**config.mk**
```make
export PLATFORM = sky130hd
export DESIGN_NAME = bfps_alu
export DESIGN_NICKNAME = d
export VERILOG_FILES = /design/src/design/bfps_pkg.sv /design/src/design/bfps_alu.sv
export SDC_FILE = /design/constraint.sdc
export NUM_CORES = 1
export LEC_CHECK = 0
export ABC_CLOCK_PERIOD_IN_PS = 4500
export BUFFER_PORTS_ARGS = -buffer_cell sky130_fd_sc_hd__clkbuf_2
export CAP_MARGIN = 25
export CORE_MARGIN = 8
export CORE_UTILIZATION = 56
export DETAILED_ROUTE_END_ITERATION = 16
export PLACE_DENSITY = 0.95
export SLEW_MARGIN = 10
export SYNTH_ARGS = -nofsm -noshare
export SYNTH_HDL_FRONTEND = slang
export SYNTH_SLANG_ARGS = --single-unit
```
**constraint.sdc**
```tcl
create_clock -name vclk -period 4.5
set_clock_uncertainty 0.15 [all_clocks]
set_input_delay 0.675 -clock vclk [all_inputs]
set_output_delay 0.675 -clock vclk [all_outputs]
set_load 0.02 [all_outputs]
```
**src/design/bfps_pkg.sv**
```systemverilog
// shared types and constants for the program stepper
// no dependencies
`default_nettype none
package bfps_pkg;

    typedef enum logic [3:0] {
        ST_OK        = 4'd0,
        ST_HALTED    = 4'd1,
        ST_NEEDKEY   = 4'd2,
        ST_UNM_CLOSE = 4'd3,
        ST_UNM_OPEN  = 4'd4,
        ST_RANGE     = 4'd5,
        ST_INVALID   = 4'd6,
        ST_PROGFULL  = 4'd7,
        ST_STACKFULL = 4'd8,
        ST_NOTSTART  = 4'd9
    } status_t;

    typedef enum logic [1:0] {
        CMD_CLEAR = 2'd0,
        CMD_LOAD  = 2'd1,
        CMD_START = 2'd2,
        CMD_STEP  = 2'd3
    } cmd_t;

    typedef enum logic [3:0] {
        FSM_IDLE,
        FSM_LOAD_POP,
        FSM_LOAD_JMP,
        FSM_LOAD_LINK,
        FSM_START_TOP,
        FSM_START_WAIT,
        FSM_CLEAR_TAPE,
        FSM_STEP_FETCH,
        FSM_STEP_EXEC,
        FSM_STEP_JUMP,
        FSM_DONE
    } fsm_t;

    localparam logic [7:0] CH_OPEN  = 8'h5b;
    localparam logic [7:0] CH_CLOSE = 8'h5d;
    localparam logic [7:0] CH_PLUS  = 8'h2b;
    localparam logic [7:0] CH_MINUS = 8'h2d;
    localparam logic [7:0] CH_RIGHT = 8'h3e;
    localparam logic [7:0] CH_LEFT  = 8'h3c;
    localparam logic [7:0] CH_DOT   = 8'h2e;
    localparam logic [7:0] CH_COMMA = 8'h2c;
    localparam logic [7:0] CH_SPACE = 8'h20;
    localparam logic [7:0] CH_LF    = 8'h0a;
    localparam logic [7:0] CH_CR    = 8'h0d;

    typedef enum logic [1:0] {
        ALU_INC,
        ALU_DEC,
        ALU_PASS
    } alu_op_t;

    function automatic logic is_sticky(input status_t s);
        return (s == ST_UNM_CLOSE) || (s == ST_UNM_OPEN) || (s == ST_RANGE) ||
               (s == ST_INVALID) || (s == ST_PROGFULL) || (s == ST_STACKFULL);
    endfunction

endpackage
`default_nettype wire

```
**src/design/bfps_alu.sv**
```systemverilog
// shared incrementer / decrementer used for the program counter, stack count and clearing counter
// depends on bfps_pkg
`default_nettype none
module bfps_alu #(
    parameter int W = 16
) (
    input  wire bfps_pkg::alu_op_t op,
    input  wire logic [W-1:0]      a,
    output logic [W-1:0]           y
);
    always_comb begin
        case (op)
            bfps_pkg::ALU_INC: y = a + W'(1);
            bfps_pkg::ALU_DEC: y = a - W'(1);
            default:           y = a;
        endcase
    end
endmodule
`default_nettype wire

```
==> results.json <==
{
  "regArea_um2": 0,
  "overflow": 0,
  "hold_class": "input pin to primary output",
  "ctsResizeCount": 0,
  "min_period_ps": 3970,
  "rsz0062_at_grt": "no",
  "cp.arrival_ps": 3150,
  "drt_iter0_markers": 55,
  "wire_per_inst_um": 15.1,
  "dp_slack_ps": 591,
  "cpPeakStageDelay_ps": 380,
  "hold_viol": 0,
  "cap_violations": 0,
  "ir_drop_mv": 0.0518,
  "antenna_cells": 0,
  "min_path_cells": 3,
  "core_um2": 1470,
  "placed_area_um2": 991,
  "drc": 0,
  "dr.pass1.iters": 4,
  "cp_max_fo": 16,
  "crit_top_cell": "clkbuf_2",
  "grt_pass1_wl_um": 4220,
  "antenna_found_initial": 0,
  "worst_slew_pin_slew_ps": 590,
  "slew_violations": 0,
  "hpwl_um": 2050,
  "dieWidth_um": 55.2,
  "finish.instance_area_um2": 991,
  "worst_slack_ps": 526,
  "path_class": "input pin to primary output",
  "critical_path_required_ps": 3670,
  "syn_avg_cell_area_um2": 6.65,
  "fmax_mhz": 252,
  "ctsHoldBuffers": 0,
  "ys_seq_area_frac": 0,
  "port_buffers": 34,
  "design.seq.count": 0,
  "critPathSlowestCell": "nand2b_1",
  "fp.dieH_um": 55.2,
  "slew_headroom": 0.606,
  "cp_cell_sequence": "clkbuf_2 -> nand2b_1 -> xnor2_1 -> ha_1 -> or3_1 -> nor4_2 -> a211oi_1 -> mux2_2 -> o21a_1 -> clkbuf_2",
  "grt_usage": 0.172,
  "syn_nets": 148,
  "cp_num_buf_inv": 2,
  "drtAntennaViolNets": 0,
  "grt_pass1_vias": 1018,
  "dieArea_um2": 3040,
  "wl_um": 2540,
  "setup_viol": 0,
  "end_kind": "primary output",
  "most-common-layout-cells": "clkbuf_2 (34), nor2_1 (12), nand3_1 (10), xor2_1 (9), a21oi_1 (9)",
  "drive_above_1_share": 0.303,
  "start_kind": "input pin",
  "rows": 14,
  "yosysUniqueCellTypes": 47,
  "layout.nets": 173,
  "post-route-period-util": 0.883,
  "area_growth_pct": 15.5,
  "status": "completed",
  "grt_max_degree": 19,
  "power_leakage_nw": 0.416,
  "gp_congestion": 0.939,
  "nClkBuffers": 0,
  "start_util": 0.583,
  "vias_per_cell": 6.48,
  "synth_area_um2": 858,
  "final_common_cell": "clkbuf_2",
  "hp-start": "a[14]",
  "synthCells": 129,
  "yosysWarnings": 0,
  "postCtsSetupRepairBufs": 0,
  "holdPathEnd": "y[14]",
  "fin_setup_tns_ps": 0,
  "fillCellCount": 131,
  "pwr_density_cell_nw_per_um2": 95.0,
  "cp_top_family": "simple AND/OR/NAND/NOR gates",
  "ios": 34,
  "via_count": 1089
}
==> worst max-delay path by stage <==
| stage | start | to | depth (start not counted) |
|---|---|---|---|
| floorplan | op[1] | y[8] | 9 |
| global placement | op[1] | y[10] | 10 |
| detailed placement | op[1] | y[10] | 10 |
| CTS | op[1] | y[10] | 10 |
| global route | op[1] | y[10] | 10 |
| finish | op[1] | y[10] | 10 |
==> synthesized netlist by cell type (all sizes together), types with 2 or more instances <==
master  number  area share
and2         4       0.029
a31oi        2       0.015
clkbuf       3       0.013
buf          8       0.054
xnor2        4       0.041
nand2        8       0.035
a211oi       2       0.017
or2          3       0.022
o21ai        5       0.029
mux2i        3       0.035
a21oi        9       0.052
nor2        12       0.052
o211ai       2       0.017
xor2         9       0.092
mux2         2       0.026
nor3         2       0.017
or3          4       0.029
nor4         4       0.044
nand4        4       0.029
or4          6       0.057
and3         2       0.020
a21o         2       0.017
and4         2       0.020
nand3       10       0.058
==> power breakdown <==
group	switching, mW	internal, mW	total [mW]
logic	0.0609	0.0332	0.0941
clock network	0	0	0
registers	0	0	0
==> worst min-delay path: stages <==
cell	delay, ps
clkbuf_2	110
xor2_1	70
clkbuf_2	150
==> logic make-up after synthesis <==
logic type	synth area share
AOI/OAI and AO/OA	0.241
xor gates and xnor gates	0.133
adders and majority gates	0.0146
buffers and inverters	0.0670
muxes	0.0612
and+or+nand+nor	0.484
==> layout make-up <==
class | count | area, µm² | share of cell area
multi-input cells | 118 | 801 | 0.808
well taps | 16 | 20.0 | 0.0202
repair buffers | 34 | 170 | 0.172
==> layer usage <==
metal,routed length (µm),global-route usage,up-vias
met1,1050,0.208,486
met4,27,0.0560,0
met2,1200,0.299,59
met5,0,0,-
li1,-,-,539
met3,259,0.0267,5
==> metrics by stage <==
stage	power, mW	hold WS (ps)	cells	util
finish	0.0941	1530	168	0.673
global route	0.102	1550	168	0.673
CTS	0.0935	1530	168	0.673
detailed placement	0.0932	1530	168	0.673
global placement	0.0911	1530	168	0.673
floorplan	0.0637	1330	129	-
Power figures use the tool's default switching activity.
